File: config.mk
export PLATFORM = sky130hd
export DESIGN_NAME = rational_arithmetic_unit
export DESIGN_NICKNAME = d
export VERILOG_FILES = /design/src/hw/rtl/rau_pkg.sv /design/src/hw/rtl/rau_divider.sv /design/src/hw/rtl/rational_arithmetic_unit.sv
export SDC_FILE = /design/constraint.sdc
export NUM_CORES = 2
export LEC_CHECK = 0
export BUFFER_PORTS_ARGS = -buffer_cell sky130_fd_sc_hd__buf_2
export CORE_MARGIN = 3
export CORE_UTILIZATION = 40
export DETAILED_ROUTE_END_ITERATION = 12
export PLACE_DENSITY = 0.59
export SETUP_SLACK_MARGIN = 0.3
export SKIP_LAST_GASP = 1
export SLEW_MARGIN = 20
export SYNTH_ARGS = -nofsm -noshare
export SYNTH_HDL_FRONTEND = slang
export SYNTH_SLANG_ARGS = --single-unit
File: constraint.sdc
create_clock -name aclk -period 11.5 [get_ports aclk]
set_clock_uncertainty 0.05 [all_clocks]
set_input_delay 0.575 -clock aclk [delete_from_list [all_inputs] [get_ports aclk]]
set_output_delay 0.575 -clock aclk [all_outputs]
set_load 0.03 [all_outputs]
File: src/hw/rtl/rau_pkg.sv
// Package for the rational arithmetic unit: operation codes and widths.
package rau_pkg;
    localparam int OpW   = 3;
    localparam int InW   = 16;
    localparam int NumW  = 32;
    localparam int DenW  = 31;
    localparam int WorkW = 34;   // signed working width for raw products and sums

    localparam logic [OpW-1:0] OP_ADD = 3'd0;
    localparam logic [OpW-1:0] OP_SUB = 3'd1;
    localparam logic [OpW-1:0] OP_MUL = 3'd2;
    localparam logic [OpW-1:0] OP_DIV = 3'd3;
    localparam logic [OpW-1:0] OP_CMP = 3'd4;

    typedef logic signed [WorkW-1:0] work_t;
endpackage

File: src/hw/rtl/rau_divider.sv
// Shared signed restoring divider, one quotient bit per cycle, truncating like C.
module rau_divider
    import rau_pkg::*;
(
    input  logic  aclk,
    input  logic  aresetn,
    input  logic  start,
    input  work_t dividend,
    input  work_t divisor,
    output logic  done,
    output work_t quotient,
    output work_t remainder
);
    localparam int CntW = $clog2(WorkW + 1);

    logic [WorkW-1:0] q_reg, q_next;
    logic [WorkW-1:0] r_reg, r_next;
    logic [WorkW-1:0] d_reg, d_next;
    logic             qneg_reg, qneg_next, rneg_reg, rneg_next;
    logic [CntW-1:0]  cnt_reg, cnt_next;
    logic             busy_reg, busy_next, done_reg, done_next;
    logic [WorkW:0]   shifted, diff;
    logic [WorkW-1:0] mag_a, mag_b;

    assign mag_a   = dividend[WorkW-1] ? WorkW'(-dividend) : WorkW'(dividend);
    assign mag_b   = divisor[WorkW-1] ? WorkW'(-divisor) : WorkW'(divisor);
    assign shifted = {r_reg, q_reg[WorkW-1]};
    assign diff    = shifted - {1'b0, d_reg};

    // The partial remainder stays below the divisor, so it always fits WorkW bits.
    always_comb begin
        q_next = q_reg; r_next = r_reg; d_next = d_reg;
        qneg_next = qneg_reg; rneg_next = rneg_reg;
        cnt_next = cnt_reg; busy_next = busy_reg; done_next = 1'b0;
        if (start) begin
            q_next = mag_a; r_next = '0; d_next = mag_b;
            qneg_next = dividend[WorkW-1] ^ divisor[WorkW-1];
            rneg_next = dividend[WorkW-1];
            cnt_next = CntW'(WorkW); busy_next = 1'b1;
        end else if (busy_reg) begin
            if (!diff[WorkW]) begin
                r_next = diff[WorkW-1:0];
                q_next = {q_reg[WorkW-2:0], 1'b1};
            end else begin
                r_next = shifted[WorkW-1:0];
                q_next = {q_reg[WorkW-2:0], 1'b0};
            end
            cnt_next = cnt_reg - 1'b1;
            if (cnt_reg == CntW'(1)) begin
                busy_next = 1'b0;
                done_next = 1'b1;
            end
        end
    end

    always_ff @(posedge aclk) begin
        q_reg <= q_next; r_reg <= r_next; d_reg <= d_next;
        qneg_reg <= qneg_next; rneg_reg <= rneg_next; cnt_reg <= cnt_next;
        if (!aresetn) begin
            busy_reg <= 1'b0;
            done_reg <= 1'b0;
        end else begin
            busy_reg <= busy_next;
            done_reg <= done_next;
        end
    end

    assign done      = done_reg;
    assign quotient  = qneg_reg ? work_t'(-q_reg) : work_t'(q_reg);
    assign remainder = rneg_reg ? work_t'(-r_reg) : work_t'(r_reg);
endmodule

File: src/hw/rtl/rational_arithmetic_unit.sv
// Top level of the rational arithmetic unit: sequencer, multiplier and result register.
// The unit takes one item of two signed fractions and an operation code (add, subtract,
// multiply, divide, equality compare) and returns one result item. Arithmetic operations
// form the raw numerator and denominator by cross multiplication with one 16x16 multiplier
// (four products, one per cycle), then reduce by a truncating-remainder Euclid gcd whose
// remainders and the two final divisions all run on one shared 34-bit bit-serial divider.
// A compare or an error found on the operands goes from S_IDLE straight to S_DONE and
// skips the multiplier and divider, and a divide by a zero numerator is found in S_FORM
// after the products. The gcd sign is kept as found, so results are not sign-normalized.
// A zero operand denominator, a divide by zero, an unused code or a reduced value that
// does not fit its field gives status 1 with all other fields zero. s_ready is high only
// while the unit is idle and its result register is empty.
module rational_arithmetic_unit
    import rau_pkg::*;
(
    input  logic                   aclk,
    input  logic                   aresetn,
    input  logic                   s_valid,
    output logic                   s_ready,
    input  logic [OpW-1:0]         s_req_type,
    input  logic signed [InW-1:0]  s_a_num,
    input  logic signed [InW-1:0]  s_a_den,
    input  logic signed [InW-1:0]  s_b_num,
    input  logic signed [InW-1:0]  s_b_den,
    output logic                   m_valid,
    input  logic                   m_ready,
    output logic signed [NumW-1:0] m_res_num,
    output logic signed [DenW-1:0] m_res_den,
    output logic                   m_equal,
    output logic                   m_status
);
    localparam logic [3:0] S_IDLE  = 4'd0;
    localparam logic [3:0] S_MUL0  = 4'd1;
    localparam logic [3:0] S_MUL1  = 4'd2;
    localparam logic [3:0] S_MUL2  = 4'd3;
    localparam logic [3:0] S_MUL3  = 4'd4;
    localparam logic [3:0] S_FORM  = 4'd5;
    localparam logic [3:0] S_GCD   = 4'd6;
    localparam logic [3:0] S_GWAIT = 4'd7;
    localparam logic [3:0] S_DIVN  = 4'd8;
    localparam logic [3:0] S_NWAIT = 4'd9;
    localparam logic [3:0] S_DWAIT = 4'd10;
    localparam logic [3:0] S_DONE  = 4'd11;

    logic [3:0] state_reg, state_next;
    logic [OpW-1:0] op_reg, op_next;
    logic signed [InW-1:0] an_reg, ad_reg, bn_reg, bd_reg;
    work_t p0_reg, p0_next, p1_reg, p1_next;   // product scratch
    work_t n_reg, n_next, d_reg, d_next;       // raw numerator and denominator
    work_t x_reg, x_next, y_reg, y_next;       // Euclid pair
    work_t qn_reg, qn_next;
    logic signed [InW-1:0] ma, mb;
    logic signed [2*InW-1:0] prod_raw;
    work_t prod;
    logic  dv_start;
    work_t dv_a, dv_b, dv_q, dv_r;
    logic  dv_done;
    logic  out_valid_reg, out_valid_next;
    logic signed [NumW-1:0] onum_reg, onum_next;
    logic signed [DenW-1:0] oden_reg, oden_next;
    logic  oeq_reg, oeq_next, ost_reg, ost_next;
    logic  accept;

    assign accept  = s_valid && s_ready;
    assign s_ready = (state_reg == S_IDLE) && !out_valid_reg;

    // One shared 16x16 signed multiplier, operands chosen by the state.
    always_comb begin
        ma = an_reg; mb = bd_reg;
        unique case (state_reg)
            S_MUL1: begin ma = bn_reg; mb = ad_reg; end
            S_MUL2: begin ma = an_reg; mb = bn_reg; end
            S_MUL3: begin ma = ad_reg; mb = (op_reg == OP_DIV) ? bn_reg : bd_reg; end
            default: begin ma = an_reg; mb = bd_reg; end
        endcase
        prod_raw = ma * mb;
        prod = work_t'(prod_raw);
    end

    rau_divider u_div (
        .aclk(aclk), .aresetn(aresetn), .start(dv_start),
        .dividend(dv_a), .divisor(dv_b), .done(dv_done),
        .quotient(dv_q), .remainder(dv_r)
    );

    always_comb begin
        state_next = state_reg; op_next = op_reg;
        p0_next = p0_reg; p1_next = p1_reg; n_next = n_reg; d_next = d_reg;
        x_next = x_reg; y_next = y_reg; qn_next = qn_reg;
        out_valid_next = out_valid_reg; onum_next = onum_reg; oden_next = oden_reg;
        oeq_next = oeq_reg; ost_next = ost_reg;
        dv_start = 1'b0; dv_a = x_reg; dv_b = y_reg;
        if (out_valid_reg && m_ready) out_valid_next = 1'b0;
        unique case (state_reg)
            S_IDLE: if (accept) begin
                op_next = s_req_type;
                if (s_a_den == '0 || s_b_den == '0 || s_req_type > OP_CMP) begin
                    onum_next = '0; oden_next = '0; oeq_next = 1'b0; ost_next = 1'b1;
                    state_next = S_DONE;
                end else if (s_req_type == OP_CMP) begin
                    onum_next = '0; oden_next = '0; ost_next = 1'b0;
                    oeq_next = (s_a_num == s_b_num) && (s_a_den == s_b_den);
                    state_next = S_DONE;
                end else begin
                    state_next = S_MUL0;
                end
            end
            S_MUL0: begin p0_next = prod; state_next = S_MUL1; end
            S_MUL1: begin p1_next = prod; state_next = S_MUL2; end
            S_MUL2: begin
                unique case (op_reg)
                    OP_ADD:  n_next = p0_reg + p1_reg;
                    OP_SUB:  n_next = p0_reg - p1_reg;
                    OP_MUL:  n_next = prod;
                    default: n_next = p0_reg;
                endcase
                state_next = S_MUL3;
            end
            S_MUL3: begin d_next = prod; state_next = S_FORM; end
            S_FORM: begin
                if (d_reg == '0) begin
                    onum_next = '0; oden_next = '0; oeq_next = 1'b0; ost_next = 1'b1;
                    state_next = S_DONE;
                end else begin
                    x_next = n_reg; y_next = d_reg; state_next = S_GCD;
                end
            end
            S_GCD: begin
                if (y_reg == '0) begin
                    dv_a = n_reg; dv_b = x_reg; dv_start = 1'b1;
                    state_next = S_NWAIT;
                end else begin
                    dv_start = 1'b1; state_next = S_GWAIT;
                end
            end
            S_GWAIT: if (dv_done) begin
                x_next = y_reg; y_next = dv_r; state_next = S_GCD;
            end
            S_NWAIT: if (dv_done) begin
                qn_next = dv_q; state_next = S_DIVN;
            end
            S_DIVN: begin
                dv_a = d_reg; dv_b = x_reg; dv_start = 1'b1; state_next = S_DWAIT;
            end
            S_DWAIT: if (dv_done) begin
                oeq_next = 1'b0;
                if (qn_reg[WorkW-1:NumW-1] != {(WorkW-NumW+1){qn_reg[NumW-1]}} ||
                    dv_q[WorkW-1:DenW-1] != {(WorkW-DenW+1){dv_q[DenW-1]}}) begin
                    onum_next = '0; oden_next = '0; ost_next = 1'b1;
                end else begin
                    onum_next = qn_reg[NumW-1:0]; oden_next = dv_q[DenW-1:0];
                    ost_next = 1'b0;
                end
                state_next = S_DONE;
            end
            S_DONE: begin out_valid_next = 1'b1; state_next = S_IDLE; end
            default: state_next = S_IDLE;
        endcase
    end

    always_ff @(posedge aclk) begin
        op_reg <= op_next; p0_reg <= p0_next; p1_reg <= p1_next;
        n_reg <= n_next; d_reg <= d_next; x_reg <= x_next; y_reg <= y_next;
        qn_reg <= qn_next; onum_reg <= onum_next; oden_reg <= oden_next;
        oeq_reg <= oeq_next; ost_reg <= ost_next;
        if (accept) begin
            an_reg <= s_a_num; ad_reg <= s_a_den; bn_reg <= s_b_num; bd_reg <= s_b_den;
        end
        if (!aresetn) begin
            state_reg <= S_IDLE;
            out_valid_reg <= 1'b0;
        end else begin
            state_reg <= state_next;
            out_valid_reg <= out_valid_next;
        end
    end

    assign m_valid   = out_valid_reg;
    assign m_res_num = onum_reg;
    assign m_res_den = oden_reg;
    assign m_equal   = oeq_reg;
    assign m_status  = ost_reg;

    // A result never claims both an equality hit and an error.
    a_eq_not_err: assert property (@(posedge aclk) disable iff (!aresetn)
        m_valid |-> !(m_equal && m_status)) else $error("equal and status both set");
    // An error result carries zero fields.
    a_err_zero: assert property (@(posedge aclk) disable iff (!aresetn)
        (m_valid && m_status) |-> (m_res_num == '0 && m_res_den == '0))
        else $error("error result with nonzero fields");
    // No new item is taken while a result waits.
    a_no_accept_busy: assert property (@(posedge aclk) disable iff (!aresetn)
        m_valid |-> !s_ready) else $error("ready while result pending");
endmodule
Word-level counts from Yosys, hierarchy flattened
Index checks and enable logic that the tools add are counted.
{"block": "word_totals", "output_inout_bits": 67, "wordCells": 157, "in_bits": 71, "regBits": 481}
{"block": "op_classes", "magnitude_cmp": 1, "addsub": 8, "n_mux": 65, "n_eq_ne": 27, "reduce_logical": 25, "n_mul": 1, "n_bitwise": 3}
{"op": "$mux W34", "n": 12}
{"op": "$pmux W34 S2", "n": 4}
{"op": "$mux W32", "n": 6}
{"op": "$mux W31", "n": 6}
{"op": "$neg A34 Y34", "n": 4}
{"op": "$pmux W34 S3", "n": 1}
{"op": "$pmux W32 S3", "n": 1}
{"op": "$pmux W31 S3", "n": 1}
{"op": "$logic_not A34 Y1", "n": 2}
{"op": "$pmux W16 S3", "n": 1}
{"op": "$pmux W4 S11", "n": 1}
{"op": "$sub A35 B34 Y35", "n": 1}
{"op": "$add A32 B32 Y33", "n": 1}
{"op": "$mux W33", "n": 1}
{"op": "$sub A32 B32 Y33", "n": 1}
{"op": "$eq A16 B16 Y1", "n": 2}
{"op": "$logic_not A16 Y1", "n": 2}
{"op": "$mul A16 B16 Y32", "n": 1}
{"op": "$mux W4", "n": 8}
{"op": "$pmux W16 S2", "n": 1}
{"op": "$mux W1", "n": 19}
{"op": "$eq A4 B3 Y1 const B", "n": 4}
{"op": "$eq A4 B4 Y1 const B", "n": 4}
{"op": "$mux W16", "n": 1}
{"op": "29 further kinds", "n": 45}

Depth between registers and ports, before layout
{"block": "logic_depth", "ltp_word": 7, "mapped_depth": 32, "mapped_depth_nobuf": 30}

Cells and area by module
Synthesis repeated with hierarchy kept, for this count alone.
{"block": "hier_totals", "hier_cells": 3634, "hier_area_um2": 36349.9}
{"module": "rational_arithmetic_unit", "area_each_um2": 27299.9, "seq_area_each_um2": 11000.6, "n_inst": 1, "cells_each": 2581}
{"module": "rau_divider", "area_each_um2": 9049.9, "seq_area_each_um2": 2942.8, "n_inst": 1, "cells_each": 1053}

Worst setup path after synthesis
OpenSTA, ideal clock, no wires.
{"block": "synth_path", "kind": "flip-flop to flip-flop", "from": "register state_reg[0]", "to": "register n_reg[30], data pin", "arrival_time_ns": 8.755, "path_stages_with_launch": 30, "setup_time_ns": 0.261, "synth_period_minus_slack_ns": 9.066, "path_slack_ns": 2.434, "n_path_buf": 4, "required_time_ns": 11.189, "path_cell_list": "dfxtp_1 -> clkbuf_1 -> nand2b_1 -> nor3_1 -> clkbuf_1 -> buf_1 -> a22oi_1 -> nand2_1 -> clkbuf_1 -> nand2_1 -> fa_1 -> inv_1 -> fa_1 -> fa_1 -> fa_1 -> fa_1 -> inv_1 -> fa_1 -> inv_1 -> ha_1 -> a21o_1 -> a21o_1 -> a21oi_1 -> o22ai_1 -> o211ai_1 -> a21oi_1 -> a2111o_1 -> a21oi_1 -> xnor2_1 -> a221o_1"}
{"block": "synth_via", "elab_chain_len": 4, "elab_cells_between_ends": 7, "classes_between": "mul: 1; eq/ne: 3; mux: 3"}
{"item": "start, declared", "line": "rational_arithmetic_unit.sv:45", "rtl": "logic [3:0] state_reg, state_next;"}
{"item": "start signal, assigned", "line": "rational_arithmetic_unit.sv:173", "rtl": "state_reg <= state_next;"}
{"item": "$eq A4 B3 Y1 or $eq A4 B2 Y1 (tied branches)", "line": "rational_arithmetic_unit.sv:70", "rtl": "unique case (state_reg)"}
{"item": "$pmux W16 S3 or $pmux W16 S2 (tied branches)", "line": "rational_arithmetic_unit.sv:70"}
{"item": "$mul A16 B16 Y32 *", "line": "rational_arithmetic_unit.sv:76", "rtl": "prod_raw = ma * mb;"}
{"item": "via prod_raw[30]", "line": "rational_arithmetic_unit.sv:53", "rtl": "logic signed [2*InW-1:0] prod_raw;"}
{"item": "$pmux W34 S3 *", "line": "rational_arithmetic_unit.sv:111", "rtl": "unique case (op_reg)"}
{"item": "end signal, assigned", "line": "rational_arithmetic_unit.sv:163", "rtl": "n_reg <= n_next; d_reg <= d_next; x_reg <= x_next; y_reg <= y_next;"}
{"item": "end, declared", "line": "rational_arithmetic_unit.sv:49", "rtl": "work_t n_reg, n_next, d_reg, d_next;"}
The timed path passes the listed nets; every way through them passes the cells marked *.
A chain may end at the register's enable or synchronous reset.

Final worst setup path
{"block": "layout_path", "from": "register state_reg[2]", "to": "register n_reg[30], data pin"}
The elaborated chain is that of the path after synthesis.

==> metrics.md <==
| Metric | Value |
|---|---|
| Run status | `complete, no violations` |
| Starting density of the core | `0.4045` |
| GR Overflow Total | `0` |
| Slew Limit Headroom | `0.2327` |
| Number of nets in the synthesized netlist | `4144` |
| Skew-Pair Late Insertion Delay | `0.67 ns` |
| Crit Reg-Reg Startpoint | `state_reg[2]` |
| Die outline height | `308.2 µm` |
| Number of flops mapped to enable cells by yosys | `433` |
| Final period util | `0.8104` |
| Final number of max-transition violations | `0` |
| Sort of element at the end of the critical path | `register` |
| RSZ-0062 raised after global routing | `no` |
| Clock H-tree levels | `2` |
| Clk sinks | `480` |
| Number of failing setup endpoints in the final timing report | `0` |
| Commonest register cell after synthesis | `edfxtp_1` |
| Count of endpoints failing hold in the final timing report | `0` |
| Post-synthesis sequential area ratio | `0.3818` |
| Seq. cell area | `13940 µm²` |
| Maximum number of pins on one net before global-route repair | `100` |
| Mapped Area | `36520 µm²` |
| Register clock-pin slew on the reported worst setup and hold paths | `0.06 ns` |
| Total number of yosys warnings | `0` |
| Clock root buffer master | `clkbuf_16` |
| Number of rows created at floorplan | `110` |
| Die Outline Area | `94970 µm²` |
| Critical path arrival | `9.62 ns` |
| WL final | `101400 µm` |
| Post-synthesis average cell area | `9.996 µm²` |
| Fill cells | `8680` |
| Combined area of the multi-input logic cells | `20630 µm²` |
| Worst flop-to-flop path endpoint | `n_reg[30]` |
| Actual slew at the worst max-slew pin | `1.145 ns` |
| Antenna viol nets, final | `0` |
| Critical hold path startpoint | `s_req_type[0]` |
| Width of the die | `308.2 µm` |
| Endpoint of the worst hold path | `op_reg[0]` |
| HPWL after detailed placement | `79020 µm` |
| Number of resized instances in the post-cts repair step | `0` |
| Setup_tns | `0 ns` |
| Setup fix buffers added after clock tree synthesis | `0` |
| Placeable core region | `90290 µm²` |
| Number of I/O port buffers | `137` |
| Number of storage elements in the synthesis netlist | `480` |
| Reg2reg path depth | `28` |
| Ratio of cells with drive above 1 in the final layout | `0.09278` |
| Drc violations | `0` |
| Area Overhead vs Synth | `11.03%` |
| CP Data Required Time | `11.80 ns` |
| Post-synthesis instance total | `3654` |
| Largest stage delay on the critical path | `0.96 ns` |
| Unique masters post-synth | `82` |
| Routed vias | `26920` |
| Worst Path Max Fanout | `50` |
| Vias in the first global route | `27170` |
| Number of buffers added by the clock tree synthesis step | `55` |
| CTS Buffer Depth | `3` |
| Number of max-capacitance violations reported | `0` |
| Most repeated library cell on the critical path | `fa_1` |
| DRC marker count from the first detailed-route iteration | `2161` |
| Setup slack of the most critical reg-to-reg path | `2.18 ns` |
| Hold Crit Class | `in2reg` |
| Final-stage net count | `4237` |
| Cell type of the slowest stage on the worst timing path | `fa_1` |
| Number of I/O pins | `138` |
| Worst setup SP type | `register` |
| Proportion of register bits with asynchronous set or reset after synthesis | `0` |
| Via-to-Cell Ratio | `5.414` |
| Number of stages on the worst hold path | `1` |
| Final routed wire length divided by cell count | `20.40 µm` |
| TritonCTS clock tree | `built` |
| CP Class | `reg2reg` |
| Wire length of the first global-routing pass | `157700 µm` |
| Achievable frequency | `107.3 MHz` |
| Global Route Usage Sum | `0.2138` |
| Post-route minimum period | `9.320 ns` |
| Total of hold buffers inserted after clock tree synthesis | `0` |
| Detailed-routing iteration count for the pre-antenna-repair pass | `8` |
| Final weighted congestion in routability-driven placement | `0.9373` |
| Number of antenna violations at the first check in global routing | `2` |
==> metal layers <==
| metal | vias up | part of all wire | global-route usage |
|---|---|---|---|
| li1 | 12840 | - | - |
| met3 | 192 | 0.048 | 0.02266 |
| met4 | 0 | 0.044 | 0.08695 |
| met2 | 806 | 0.48 | 0.3697 |
| met5 | - | 0 | 0 |
| met1 | 13080 | 0.42 | 0.2745 |
==> cells by family after synthesis <==
family,after synthesis,synth area share
muxes,68,0.01894
and+or+nand+nor,1161,0.1503
adders and majority gates,419,0.1978
xor gates and xnor gates,285,0.06834
AOI/OAI and AO/OA,710,0.1267
buffers and inverters,531,0.05618
DFF,480,0.3818
==> metrics by stage <==
stage               std cells  area, µm²  setup slack, ns    util  hold slack, ns
floorplan                3654      36520            2.434       -          0.4184
global placement         4865      38510            2.122  0.4265          0.4420
detailed placement       4865      38510            2.282  0.4265          0.4453
CTS                      4969      40520            2.206  0.4488         0.03173
global route             4971      40550            1.511  0.4491         0.05844
finish                   4972      40550            2.180  0.4491         0.08064
==> Yosys cell counts, drive strengths merged, types with 49 or more instances <==
cell type    n  area share
nand2      460       0.047
edfxtp     433        0.36
inv        384       0.039
nor2       266       0.028
fa         264        0.14
o21ai      199       0.027
a21oi      160       0.022
xnor2      156       0.037
ha         155       0.053
xor2       129       0.031
clkbuf     124       0.013
and2       103       0.018
mux2i       59       0.016
nor3        51      0.0073
nor4        50       0.010
a22oi       49       0.010
==> layout make-up <==
class / count / share of cell area
Clock inverter: 38 / 0.01410
Inverter: 384 / 0.03554
Tap cell: 1176 / 0.03629
Multi-Input combinational cell: 2643 / 0.5087
Antenna cell: 2 / 0.0001234
Timing Repair Buffer: 183 / 0.02592
Clock buffer: 66 / 0.03545
Sequential cell: 480 / 0.3439
==> cell usage in the layout (no fill, tap or decap), types with 55 or more instances in the layout <==
| master | n |
|---|---|
| nand2_1 | 460 |
| edfxtp_1 | 433 |
| inv_1 | 383 |
| fa_1 | 264 |
| nor2_1 | 260 |
| o21ai_0 | 196 |
| a21oi_1 | 159 |
| xnor2_1 | 156 |
| ha_1 | 155 |
| buf_2 | 137 |
| xor2_1 | 129 |
| and2_1 | 102 |
| mux2i_1 | 59 |
| clkbuf_16 | 55 |
==> critical path: cells and delay by family (launching register included) <==
| family | cells | cell delay (ns) |
|---|---|---|
| buffers and inverters | 5 | 1.00 |
| xor gates and xnor gates | 1 | 0.16 |
| AOI/OAI and AO/OA | 10 | 2.12 |
| DFF | 1 | 0.59 |
| and+or+nand+nor | 5 | 1.10 |
| adders and majority gates | 7 | 4.00 |
==> worst max path at each step <==
stage                             from        end  slack, ns  cells past startpoint
after floorplan           state_reg[0]  n_reg[30]       2.43                     29
after global placement    state_reg[3]  n_reg[28]       2.12                     25
after detailed placement  state_reg[2]  n_reg[30]       2.28                     28
after CTS                 state_reg[2]  n_reg[30]       2.21                     28
after global routing      state_reg[2]  n_reg[30]       1.51                     28
final                     state_reg[2]  n_reg[30]       2.18                     28
Power is left out: the tool's default activity adds up to more than one toggle a clock period on the data nets, which glitch-free logic cannot reach.
